[src/rtl/core/atcp_pkg.sv]
// ----------------------------------------------------------------------------
// atcp_pkg - shared types and helpers for the at time command parser
// payload structs, result codes, head name lookup, digit packing, date check
// ----------------------------------------------------------------------------
package atcp_pkg;

   localparam int unsigned TimeWidth = 49;

   // result status codes
   localparam logic [2:0] STATUS_OK          = 3'd0;
   localparam logic [2:0] STATUS_NO_COLON    = 3'd1;
   localparam logic [2:0] STATUS_UNKNOWN     = 3'd2;
   localparam logic [2:0] STATUS_BAD_DATE    = 3'd3;
   localparam logic [2:0] STATUS_NO_END_TIME = 3'd4;

   // command kinds
   localparam logic [1:0] KIND_SETTIME  = 2'd0;
   localparam logic [1:0] KIND_START    = 2'd1;
   localparam logic [1:0] KIND_READDATA = 2'd2;
   localparam logic [1:0] KIND_NONE     = 2'd3;

   // head table index, also the bit in the match flags
   localparam logic [1:0] HEAD_SETTIME  = 2'd0;
   localparam logic [1:0] HEAD_START    = 2'd1;
   localparam logic [1:0] HEAD_READDATA = 2'd2;

   localparam logic [3:0] SETTIME_LEN  = 4'd10;
   localparam logic [3:0] START_LEN    = 4'd8;
   localparam logic [3:0] READDATA_LEN = 4'd11;

   localparam logic [7:0] CHAR_COLON = 8'h3a;
   localparam logic [7:0] CHAR_COMMA = 8'h2c;
   localparam logic [7:0] CHAR_ZERO  = 8'h30;
   localparam logic [7:0] CHAR_NINE  = 8'h39;

   localparam logic [13:0] YEAR_MAX = 14'd2050;
   localparam logic [13:0] YEAR_MIN = 14'd1976;

   typedef struct packed {
      logic [7:0] data_byte;
      logic       last_byte;
   } req_payload_type;

   typedef struct packed {
      logic [2:0]           status;
      logic [1:0]           command_kind;
      logic [TimeWidth-1:0] first_time;
      logic [TimeWidth-1:0] second_time;
   } rsp_payload_type;

   function automatic logic [3:0] head_len(logic [1:0] k);
      logic [3:0] len;
      case (k)
         HEAD_SETTIME:  len = SETTIME_LEN;
         HEAD_START:    len = START_LEN;
         HEAD_READDATA: len = READDATA_LEN;
         default:       len = 4'd0;
      endcase
      return len;
   endfunction

   // character idx of head name k, names left-aligned in 12 bytes
   function automatic logic [7:0] head_char(logic [1:0] k, logic [3:0] idx);
      logic [95:0] name;
      logic [6:0]  sh;
      logic [7:0]  ch;
      case (k)
         HEAD_SETTIME:  name = {"AT+SETTIME", 16'h0};
         HEAD_START:    name = {"AT+START", 32'h0};
         HEAD_READDATA: name = {"AT+READDATA", 8'h0};
         default:       name = '0;
      endcase
      sh = 7'(8'd88 - {idx, 3'b000});
      if (idx > 4'd11) begin
         ch = 8'h00;
      end else begin
         ch = name[sh +: 8];
      end
      return ch;
   endfunction

   // fold one decimal digit into the packed time at its fixed offset
   function automatic logic [TimeWidth-1:0] add_digit(logic [TimeWidth-1:0] acc,
                                                      logic [7:0] b,
                                                      logic [7:0] pos,
                                                      logic [7:0] origin);
      logic [TimeWidth-1:0] res;
      logic [7:0]           off;
      logic [2:0]           fld;
      logic [3:0]           dig;
      logic [17:0]          wide;
      logic [10:0]          narrow;
      res    = acc;
      off    = pos - origin;
      dig    = 4'(b - CHAR_ZERO);
      wide   = 18'(acc[48:35]) * 18'd10 + 18'(dig);
      narrow = '0;
      fld    = (off < 8'd4) ? 3'd0 : 3'(off[3:1] - 3'd1);
      if (b >= CHAR_ZERO && b <= CHAR_NINE && pos != 8'hff && pos >= origin
          && off <= 8'd13) begin
         case (fld)
            3'd0: res[48:35] = wide[13:0];
            3'd1: begin
               narrow     = 11'(acc[34:28]) * 11'd10 + 11'(dig);
               res[34:28] = narrow[6:0];
            end
            3'd2: begin
               narrow     = 11'(acc[27:21]) * 11'd10 + 11'(dig);
               res[27:21] = narrow[6:0];
            end
            3'd3: begin
               narrow     = 11'(acc[20:14]) * 11'd10 + 11'(dig);
               res[20:14] = narrow[6:0];
            end
            3'd4: begin
               narrow    = 11'(acc[13:7]) * 11'd10 + 11'(dig);
               res[13:7] = narrow[6:0];
            end
            3'd5: begin
               narrow   = 11'(acc[6:0]) * 11'd10 + 11'(dig);
               res[6:0] = narrow[6:0];
            end
            default: res = acc;
         endcase
      end
      return res;
   endfunction

   // set time plausibility, seconds unchecked, february fixed at 28
   function automatic logic date_bad(logic [TimeWidth-1:0] t);
      logic [6:0] lim;
      logic       bad;
      case (t[34:28]) inside
         7'd2:                      lim = 7'd28;
         7'd4, 7'd6, 7'd9, 7'd11:   lim = 7'd30;
         default:                   lim = 7'd31;
      endcase
      bad = (t[48:35] >= YEAR_MAX) || (t[48:35] <= YEAR_MIN)
         || (t[34:28] > 7'd12) || (t[34:28] == 7'd0)
         || (t[27:21] > lim) || (t[20:14] > 7'd23) || (t[13:7] > 7'd59);
      return bad;
   endfunction

endpackage

[src/rtl/core/at_time_command_parser.sv]
// ----------------------------------------------------------------------------
// at_time_command_parser - byte-wise parser for AT time commands
// one message byte per transfer in, one result per message out
// ----------------------------------------------------------------------------
// req channel: one message byte per transfer, last_byte marks the final byte;
//   head, colon, ignored part and the comma-separated YYYYMMDDhhmmss fields
// rsp channel: one transfer per message with status, recognised command and
//   the packed set / start and end times
// timing: a byte is parsed from the input register; the parse of a last byte
//   also loads its result into the output register, from which it transfers
// throughput: one byte per cycle unless a last byte waits on a stalled result;
//   the parse is a handful of compares, a multiply by ten, a 14-bit range check
// reset: synchronous, active high; parser back in the head phase, all
//   accumulators clear, both registers empty
// stall: a stalled result holds in the output register while bytes that make
//   no result keep flowing; only a last byte waits for the output register
//   to free up, and req_stall follows from that
// ----------------------------------------------------------------------------
module at_time_command_parser (
   input  logic                      clock,
   input  logic                      reset,
   input  logic                      req_valid,
   output logic                      req_stall,
   input  atcp_pkg::req_payload_type req_payload,
   output logic                      rsp_valid,
   input  logic                      rsp_stall,
   output atcp_pkg::rsp_payload_type rsp_payload
);
   import atcp_pkg::*;

   // parse phases
   localparam logic [2:0] PH_HEAD  = 3'd0;
   localparam logic [2:0] PH_MAC   = 3'd1;
   localparam logic [2:0] PH_SET   = 3'd2;
   localparam logic [2:0] PH_BEGIN = 3'd3;
   localparam logic [2:0] PH_END   = 3'd4;
   localparam logic [2:0] PH_ERR   = 3'd5;

   // input register
   logic            req_full_ff, req_full_in;
   req_payload_type req_data_ff;

   // parser state
   logic [2:0]           phase_ff, phase_in;
   logic [7:0]           pos_ff, pos_in;
   logic [7:0]           origin_ff, origin_in;
   logic [2:0]           flags_ff, flags_in;
   logic [3:0]           count_ff, count_in;
   logic [TimeWidth-1:0] t1_ff, t1_in;
   logic [TimeWidth-1:0] t2_ff, t2_in;
   logic [2:0]           err_ff, err_in;

   // output register
   logic            rsp_valid_ff;
   rsp_payload_type rsp_data_ff;
   rsp_payload_type result;

   logic       fire;
   logic [7:0] b;
   logic       last;
   logic [7:0] next_origin;

   assign b    = req_data_ff.data_byte;
   assign last = req_data_ff.last_byte;

   // a byte without a result never waits on the output side
   assign fire = req_full_ff && (!last || !rsp_valid_ff || !rsp_stall);

   assign req_stall   = req_full_ff && !fire;
   assign req_full_in = (req_valid && !req_stall) ? 1'b1 : (fire ? 1'b0 : req_full_ff);

   assign next_origin = (pos_ff == 8'hff) ? 8'hff : pos_ff + 8'd1;

   always_comb begin
      phase_in  = phase_ff;
      origin_in = origin_ff;
      flags_in  = flags_ff;
      count_in  = count_ff;
      t1_in     = t1_ff;
      t2_in     = t2_ff;
      err_in    = err_ff;
      pos_in    = (pos_ff == 8'hff) ? pos_ff : pos_ff + 8'd1;

      unique case (phase_ff)
         PH_HEAD: begin
            if (b == CHAR_COLON) begin
               // a head only matches at its exact length
               for (int k = 0; k < 3; k++) begin
                  if (count_ff != head_len(2'(k))) begin
                     flags_in[k] = 1'b0;
                  end
               end
               phase_in = PH_MAC;
            end else begin
               for (int k = 0; k < 3; k++) begin
                  if (count_ff >= head_len(2'(k)) || head_char(2'(k), count_ff) != b) begin
                     flags_in[k] = 1'b0;
                  end
               end
               if (count_ff != 4'hf) begin
                  count_in = count_ff + 4'd1;
               end
            end
         end
         PH_MAC: begin
            if (b == CHAR_COMMA) begin
               origin_in = next_origin;
               if (flags_ff[HEAD_SETTIME]) begin
                  flags_in = 3'b001;
                  phase_in = PH_SET;
               end else if (flags_ff[HEAD_START]) begin
                  flags_in = 3'b010;
                  phase_in = PH_BEGIN;
               end else if (flags_ff[HEAD_READDATA]) begin
                  flags_in = 3'b100;
                  phase_in = PH_BEGIN;
               end else begin
                  err_in   = STATUS_UNKNOWN;
                  phase_in = PH_ERR;
               end
            end
         end
         PH_SET: begin
            t1_in = add_digit(t1_ff, b, pos_ff, origin_ff);
         end
         PH_BEGIN: begin
            if (b == CHAR_COMMA) begin
               origin_in = next_origin;
               phase_in  = PH_END;
            end else begin
               t1_in = add_digit(t1_ff, b, pos_ff, origin_ff);
            end
         end
         PH_END: begin
            t2_in = add_digit(t2_ff, b, pos_ff, origin_ff);
         end
         PH_ERR: begin
            // rest of the message is dropped
         end
         default: begin
            phase_in = phase_ff;
         end
      endcase

      // result of this byte, used only when it is the last one
      result.status       = STATUS_OK;
      result.command_kind = KIND_NONE;
      result.first_time   = '0;
      result.second_time  = '0;
      if (phase_ff == PH_HEAD && b != CHAR_COLON) begin
         result.status = STATUS_NO_COLON;
      end else if (phase_in == PH_ERR) begin
         result.status = err_in;
      end else if (phase_ff == PH_BEGIN) begin
         result.status       = STATUS_NO_END_TIME;
         result.command_kind = flags_in[HEAD_START] ? KIND_START : KIND_READDATA;
      end else if (phase_in == PH_SET) begin
         result.command_kind = KIND_SETTIME;
         if (phase_ff == PH_SET && date_bad(t1_in)) begin
            result.status = STATUS_BAD_DATE;
         end else begin
            result.first_time = t1_in;
         end
      end else if (phase_in == PH_BEGIN || phase_in == PH_END) begin
         result.command_kind = flags_in[HEAD_START] ? KIND_START : KIND_READDATA;
         result.first_time   = t1_in;
         result.second_time  = t2_in;
      end

      // every message starts from a clean parser
      if (last) begin
         phase_in  = PH_HEAD;
         pos_in    = 8'd0;
         origin_in = 8'd0;
         flags_in  = 3'b111;
         count_in  = 4'd0;
         t1_in     = '0;
         t2_in     = '0;
         err_in    = STATUS_OK;
      end
   end

   always_ff @(posedge clock) begin
      if (reset) begin
         req_full_ff  <= 1'b0;
         phase_ff     <= PH_HEAD;
         pos_ff       <= 8'd0;
         origin_ff    <= 8'd0;
         flags_ff     <= 3'b111;
         count_ff     <= 4'd0;
         t1_ff        <= '0;
         t2_ff        <= '0;
         err_ff       <= STATUS_OK;
         rsp_valid_ff <= 1'b0;
      end else begin
         req_full_ff <= req_full_in;
         if (fire) begin
            phase_ff  <= phase_in;
            pos_ff    <= pos_in;
            origin_ff <= origin_in;
            flags_ff  <= flags_in;
            count_ff  <= count_in;
            t1_ff     <= t1_in;
            t2_ff     <= t2_in;
            err_ff    <= err_in;
         end
         if (fire && last) begin
            rsp_valid_ff <= 1'b1;
         end else if (!rsp_stall) begin
            rsp_valid_ff <= 1'b0;
         end
      end
   end

   // payload registers, no reset needed
   always_ff @(posedge clock) begin
      if (req_valid && !req_stall) begin
         req_data_ff <= req_payload;
      end
      if (fire && last) begin
         rsp_data_ff <= result;
      end
   end

   assign rsp_valid   = rsp_valid_ff;
   assign rsp_payload = rsp_data_ff;

endmodule
[config.mk]
export PLATFORM = sky130hd
export DESIGN_NAME = at_time_command_parser
export DESIGN_NICKNAME = d
export VERILOG_FILES = /design/src/rtl/core/atcp_pkg.sv /design/src/rtl/core/at_time_command_parser.sv
export SDC_FILE = /design/constraint.sdc
export NUM_CORES = 1
export LEC_CHECK = 0
export BUFFER_PORTS_ARGS = -buffer_cell sky130_fd_sc_hd__clkbuf_2
export CAP_MARGIN = 40
export CORE_MARGIN = 5
export CORE_UTILIZATION = 40
export CTS_BUF_LIST = sky130_fd_sc_hd__clkbuf_8 sky130_fd_sc_hd__clkbuf_16
export CTS_CLUSTER_SIZE = 28
export DETAILED_ROUTE_END_ITERATION = 10
export PLACE_DENSITY = 0.64
export SETUP_SLACK_MARGIN = 0.5
export SLEW_MARGIN = 15
export SYNTH_ARGS = -nofsm -noshare
export SYNTH_HDL_FRONTEND = slang
export SYNTH_SLANG_ARGS = --single-unit
[constraint.sdc]
create_clock -name clock -period 6.9 [get_ports clock]
set_input_delay 0.69 -clock clock [delete_from_list [all_inputs] [get_ports clock]]
set_output_delay 0.69 -clock clock [all_outputs]
set_load 0.01 [all_outputs]
* After elaboration in Yosys (flattened, before gate mapping)
Cells that the tools add are included.
Word-level totals: bits of input ports 13, output and inout bits 105, bits in registers 241, logic and storage cells 253
Cells by class: multiply operators 12, mux-type cells 102, shifts and indexed selects 3, add/subtract/negate cells 18, reduce and logical (&&, ||, !) cells 46, eq/ne operators 38, bitwise logic cells 1, magnitude comparators 15
Operators by type and width (count):
- 2-to-1 mux 96 bit | 6
- 2-to-1 mux 49 bit | 7
- variable part select 96 x 8 -> 8 bit | 3
- 2-to-1 mux 8 bit | 15
- 2-to-1 mux 100 bit | 1
- 2-to-1 mux 7 bit | 14
- case mux 49 bit (2 select lines) | 1
- adder 7 x 4 -> 7 bit | 10
- multiplier 7 x 3 -> 6 bit (second input constant) | 10
- 2-to-1 mux 3 bit | 22
- 2-to-1 mux 4 bit | 16
- 2-to-1 mux 51 bit | 1
- adder 14 x 4 -> 14 bit | 2
- multiplier 14 x 3 -> 13 bit (second input constant) | 2
- 2-to-1 mux 14 bit | 2
- != test 8 bit | 3
- != test 4 bit (second input constant) | 5
- equality test 3 x 2 -> 1 bit (second input constant) | 6
- equality test 8 x 6 -> 1 bit (second input constant) | 2
- equality test 3 bit (second input constant) | 5
- equality test 7 x 3 -> 1 bit (second input constant) | 2
- equality test 7 x 4 -> 1 bit (second input constant) | 2
- >= comparator 14 x 12 -> 1 bit (second input constant) | 1
- less-or-equal comparator 14 x 11 -> 1 bit (second input constant) | 1
- other kinds (47) | 96

* Logic depth before layout (Yosys ltp)
depth in word-level cells 25, gate-level depth with buffers 27, depth with buffers taken out 24

* Worst setup path after synthesis
No wires, ideal clock.
kind register to register, from reg pos_ff[0], to reg rsp_data_ff (netlist bit rsp_payload[72]), data pin, cell stages (with the launch flop) 26, setup time 0.140 ns, arrival time 5.138 ns, slack 1.622 ns, required time 6.760 ns, clock period less this slack 5.278 ns, buffers on the path 3, path through dfxtp_1 -> inv_1 -> ha_1 -> inv_1 -> fa_1 -> xor2_1 -> inv_1 -> ha_1 -> xnor3_1 -> clkbuf_1 -> nand4_1 -> or4_1 -> o21a_1 -> nor2_1 -> nand2_1 -> nor4b_1 -> ha_1 -> a21oi_1 -> a21oi_1 -> a222oi_1 -> nor3b_1 -> o311ai_1 -> o31a_1 -> buf_6 -> buf_6 -> a21oi_2
On the way: word-level cells in the longest chain between the ends 23, elaborated cells on any way between the ends 52, classes of those cells add/sub (2); order compare (9); eq/ne (10); mux (18); reduce/logical (13)
Ends and longest elaborated chain:
- from (decl) | line at_time_command_parser.sv:45 | logic [7:0] pos_ff, pos_in;
- from (signal assigned) | line at_time_command_parser.sv:199 | pos_ff <= pos_in;
- subtractor 8 bit | line atcp_pkg.sv:94 | off = pos - origin;
- < comparator 8 x 3 -> 1 bit / subtractor 3 x 1 -> 3 bit (equally long branches) | line atcp_pkg.sv:98 | fld = (off < 8'd4) ? 3'd0 : 3'(off[3:1] - 3'd1);
- 2-to-1 mux 3 bit | line atcp_pkg.sv:98
- equality test 3 x 1 -> 1 bit
- 2-to-1 mux 7 bit | line atcp_pkg.sv:101 | case (fld)
- 2-to-1 mux 49 bit (*) | line atcp_pkg.sv:99 | if (b >= CHAR_ZERO && b <= CHAR_NINE && pos != 8'hff && pos >= origin
- 2-to-1 mux 49 bit | line at_time_command_parser.sv:127 | if (b == CHAR_COMMA) begin
- case mux 49 bit (2 select lines) (*) | line at_time_command_parser.sv:84 | unique case (phase_ff)
- [... 5 more ...]
- 2-to-1 mux 7 bit | line at_time_command_parser.sv:154 | end else if (phase_ff == PH_BEGIN) begin
- 2-to-1 mux 7 bit | line at_time_command_parser.sv:152 | end else if (phase_in == PH_ERR) begin
- 2-to-1 mux 7 bit | line at_time_command_parser.sv:150 | if (phase_ff == PH_HEAD && b != CHAR_COLON) begin
- greater-than comparator 7 bit | line atcp_pkg.sv:140 | || (t[27:21] > lim) || (t[20:14] > 7'd23) || (t[13:7] > 7'd59);
- logical OR 1 bit (3 in a row) | line atcp_pkg.sv:140
- logical AND 1 bit | line at_time_command_parser.sv:159 | if (phase_ff == PH_SET && date_bad(t1_in)) begin
- 2-to-1 mux 49 bit | line at_time_command_parser.sv:159
- 2-to-1 mux 51 bit (*) | line at_time_command_parser.sv:157 | end else if (phase_in == PH_SET) begin
- to (signal assigned) | line at_time_command_parser.sv:221 | rsp_data_ff <= result;
- to (decl) | line at_time_command_parser.sv:55 | rsp_payload_type rsp_data_ff;
Mark *: on every way between the ends. The rest lies on a longest branch, timed or not. The select of a mux whose other input is x is not followed. A chain may end at the register's enable or synchronous reset.

* Final worst setup path
from reg pos_ff[0], to reg rsp_data_ff (netlist bit rsp_payload[81]), data pin
Same word-level chain as after synthesis.

==> metrics.md <==
| Metric | Value |
|---|---|
| Slew Limit Fails | 0 |
| Clock skew | 24.36 ps |
| Status | finished, final reports clean |
| RSZ-0062 raised after global routing | no |
| Post-synthesis cell type count | 79 |
| CP max FO | 34 |
| Pwr Density | 190.3 mW/mm2 |
| Antenna diode count | 0 |
| GRT met1 Usage | 25.85% |
| Vias after detailed routing | 12,910 |
| Final WL | 41.68 mm |
| Clock root buffer master | clkbuf_16 |
| Die height | 208.7 um |
| Max IR drop VDD | 0.1599 mV |
| Critical Path RT | 7300 ps |
| Setup CP Type | flip-flop to flip-flop |
| Area grow syn2layout | 13.89% |
| CP arrival | 6410 ps |
| Tot GR Track Use | 18.47% |
| Die X | 208.7 um |
| Yosys top cell area share | 21.29% |
| Count of final setup violators | 0 |
| Final hold violations | 0 |
| Antenna violations before repair | 0 |
| DRC | 0 |
| Area contributors post-synth | edfxtp_1, dfxtp_1, ha_1 |
| DP Cell Count | 2,288 |
| Leading area contributor after synthesis | edfxtp_1 |
| Non-filler cells in the finished layout | 2,343 |
| Overall Power | 3.425 mW |
| Synthesized Nets | 1,878 |
| DR vias/cell | 5.509 |
| Synth Cell Area | 0.01580 mm2 |
| Largest net degree at the start of global routing | 77 |
| Least-Margin Pin Slew | 876.3 ps |
| Critical path cell sequence | inv_1 -> ha_1 -> inv_1 -> fa_1 -> xor2_1 -> inv_1 -> ha_1 -> xnor3_2 -> nand4_1 -> or4_1 -> o21a_1 -> nor2_1 -> nand2_1 -> nor4b_1 -> ha_1 -> a21oi_1 -> a21oi_1 -> a222oi_1 -> nor3b_1 -> o311ai_1 -> o31a_2 -> buf_12 -> nor2_1 |
| Hold crit path type | primary input to flip-flop |
| Die ar. | 0.04357 mm2 |
| Starting density of the core | 40.69% |
| Final nets | 1,977 |
| Vias in the first global route | 12,680 |
| Num rows | 72 |
| Crit end category | flip-flop |
| H-tree depth | 1 |
| Cells after Synth | 1,705 |
| Startpoint types | flip-flop |
| Hpwl dp | 29.68 mm |
| IO Pins | 118 |
| Rel. slew slack | 40.66% |
| Path depth of the worst reg2reg path | 23 |
| Worst stage delay on the critical path | 520 ps |
| Number of synthesized flops with an enable pin | 112 |
| Hold path cells | 1 |
| Ys flop type | dfxtp_1 |
| RePlAce Congestion | 0.8896 |
| CTS tree | built |
| First DRT Iteration DRCs | 869 |
| CTS max path bufs | 3 |
| Register area share after synthesis | 37.63% |
| Pleak | 6.985 nW |
| Router iterations before antenna repair | 5 |
| Syn_area_per_cell | 9.267 um2 |
| Routed len/inst | 17.79 um |
| CP max-delay cell | o31a_2 |
| I/O Buffers | 117 |
| Number of synthesized register bits | 241 |
| Grt total ovfl | 0 |
| Met3 Track Usage GR | 3.044% |
| Hold-fix buffers, CTS | 0 |
| Layer with the highest usage | met2 |
| Clock sink count | 241 |
| Remaining antenna violation count | 0 |
| First-pass GRT wire length | 67.29 mm |
| Setup TNS | 0 ps |
| Core area | 0.03883 mm2 |
| Period utilization | 87.03% |
| Commonest non-fill, non-tap cell in the layout | nor2_1 |
| Fmax | 0.1665 GHz |
| Clock Latency Late Sink | 560 ps |
| M2 GR Usage | 29.90% |
| Share of cells above drive strength 1 | 12.49% |
| Clock slew at reported path FFs | 60 ps |
| TritonCTS Buffers | 28 |
| Fraction of registers with async set/reset | 0% |
| Commonest non-fill, non-tap cells in the layout | nor2_1, ha_1, dfxtp_1, a21oi_1, clkbuf_2 |
| Max-cap violations | 0 |
| Tmin final | 6005 ps |
| Synth warn | 0 |
## layer usage
metal / share of wire [%] / vias to the layer above
met4: 2.6 / 0
met3: 6.1 / 70
li1: - / 6304
met1: 46 / 6141
met2: 45 / 393
met5: 0 / -
## flip-flops by register name, indices dropped and copies added, names as in the netlist
signal,flops
b,8
count_ff,4
err_ff,3
flags_ff,3
last,1
origin_ff,8
phase_ff,3
pos_ff,8
req_full_ff,1
rsp_payload,103
rsp_valid,1
t1_ff,49
t2_ff,49
## path summary, 6_finish.rpt
| path | from | endpoint | slack [ps] |
|---|---|---|---|
| setup / recovery | pos_ff[0]$_SDFFE_PP0P_ | rsp_payload[81]$_SDFFCE_PP0P_ | 890 |
| hold / removal | req_payload[2] | b[1]$_DFFE_PP_ | 320 |
| setup reg to reg | pos_ff[0]$_SDFFE_PP0P_ | rsp_payload[81]$_SDFFCE_PP0P_ | 890 |
| hold reg to reg | err_ff[0]$_SDFFE_PP0P_ | err_ff[0]$_SDFFE_PP0P_ | 430 |
## area by class of cell
| class | count | area (um2) |
|---|---|---|
| Fill cell | 3666 | 20830 |
| Multi-Input combinational cell | 1321 | 9289 |
| Sequential cell | 241 | 5946 |
| Timing Repair Buffer | 144 | 818.3 |
| Clock buffer | 32 | 755.7 |
| Tap cell | 518 | 648.1 |
| Clock inverter | 19 | 280.3 |
| Inverter | 68 | 257.7 |
## Yosys cell counts (11+ instances only)
cell	n
nor4_1	14
nand2b_1	18
nor3_1	33
nor2b_1	26
a2bb2oi_1	11
a21o_1	19
o21ai_0	43
fa_1	25
inv_1	68
xnor2_1	81
clkbuf_1	58
a22oi_1	46
and3_1	12
nor3b_1	14
xor2_1	51
a32oi_1	12
nand3_1	47
dfxtp_1	129
ha_1	135
a21oi_1	127
nor2_1	271
edfxtp_1	112
mux2i_1	67
nand2_1	109
## power by group
part | leakage (nW) | internal (mW) | switching [mW] | total [mW]
Combinational | 4.26 | 0.0793 | 0.175 | 0.254
Sequential | 2.20 | 1.51 | 0.0148 | 1.52
Clock | 0.520 | 1.04 | 0.609 | 1.65
Total | 6.99 | 2.63 | 0.798 | 3.42
## kinds of logic (layout without fill, tap and decap cells)
kind of cell | Yosys count | after routing | share of synthesized area, %
buf+inv | 143 | 263 | 3.785
compound gates | 347 | 347 | 14.21
simple gates | 604 | 604 | 18.09
flops | 241 | 241 | 37.63
xor+xnor | 133 | 133 | 7.460
mux | 77 | 77 | 4.957
fa+ha+maj | 160 | 160 | 13.86
## critical path, delay by kind of cell (launching register included)
kind | cells | cell delay [ps]
buf+inv | 4 | 490
fa+ha+maj | 4 | 1150
compound gates | 6 | 1440
simple gates | 7 | 1750
flops | 1 | 340
xor+xnor | 2 | 670
## metrics by stage
stage                     instance area [um2]  util, %  worst slack [ps]  hold slack (ps)
after global routing                    17990    46.35             568.3            291.0
after floorplan                         15800        -              1622            403.8
after global placement                  16860    43.43             975.5            412.4
final                                   17990    46.35             894.6            315.8
after detailed placement                16910    43.55             909.8            412.3
after CTS                               17940    46.21             856.7            288.9
## repair_timing
item                       in CTS  in global routing
resized for setup               0                  1
setup endpoints to repair       0                 35
buffers inserted                0                  2
(Power assumes the default switching activity.)
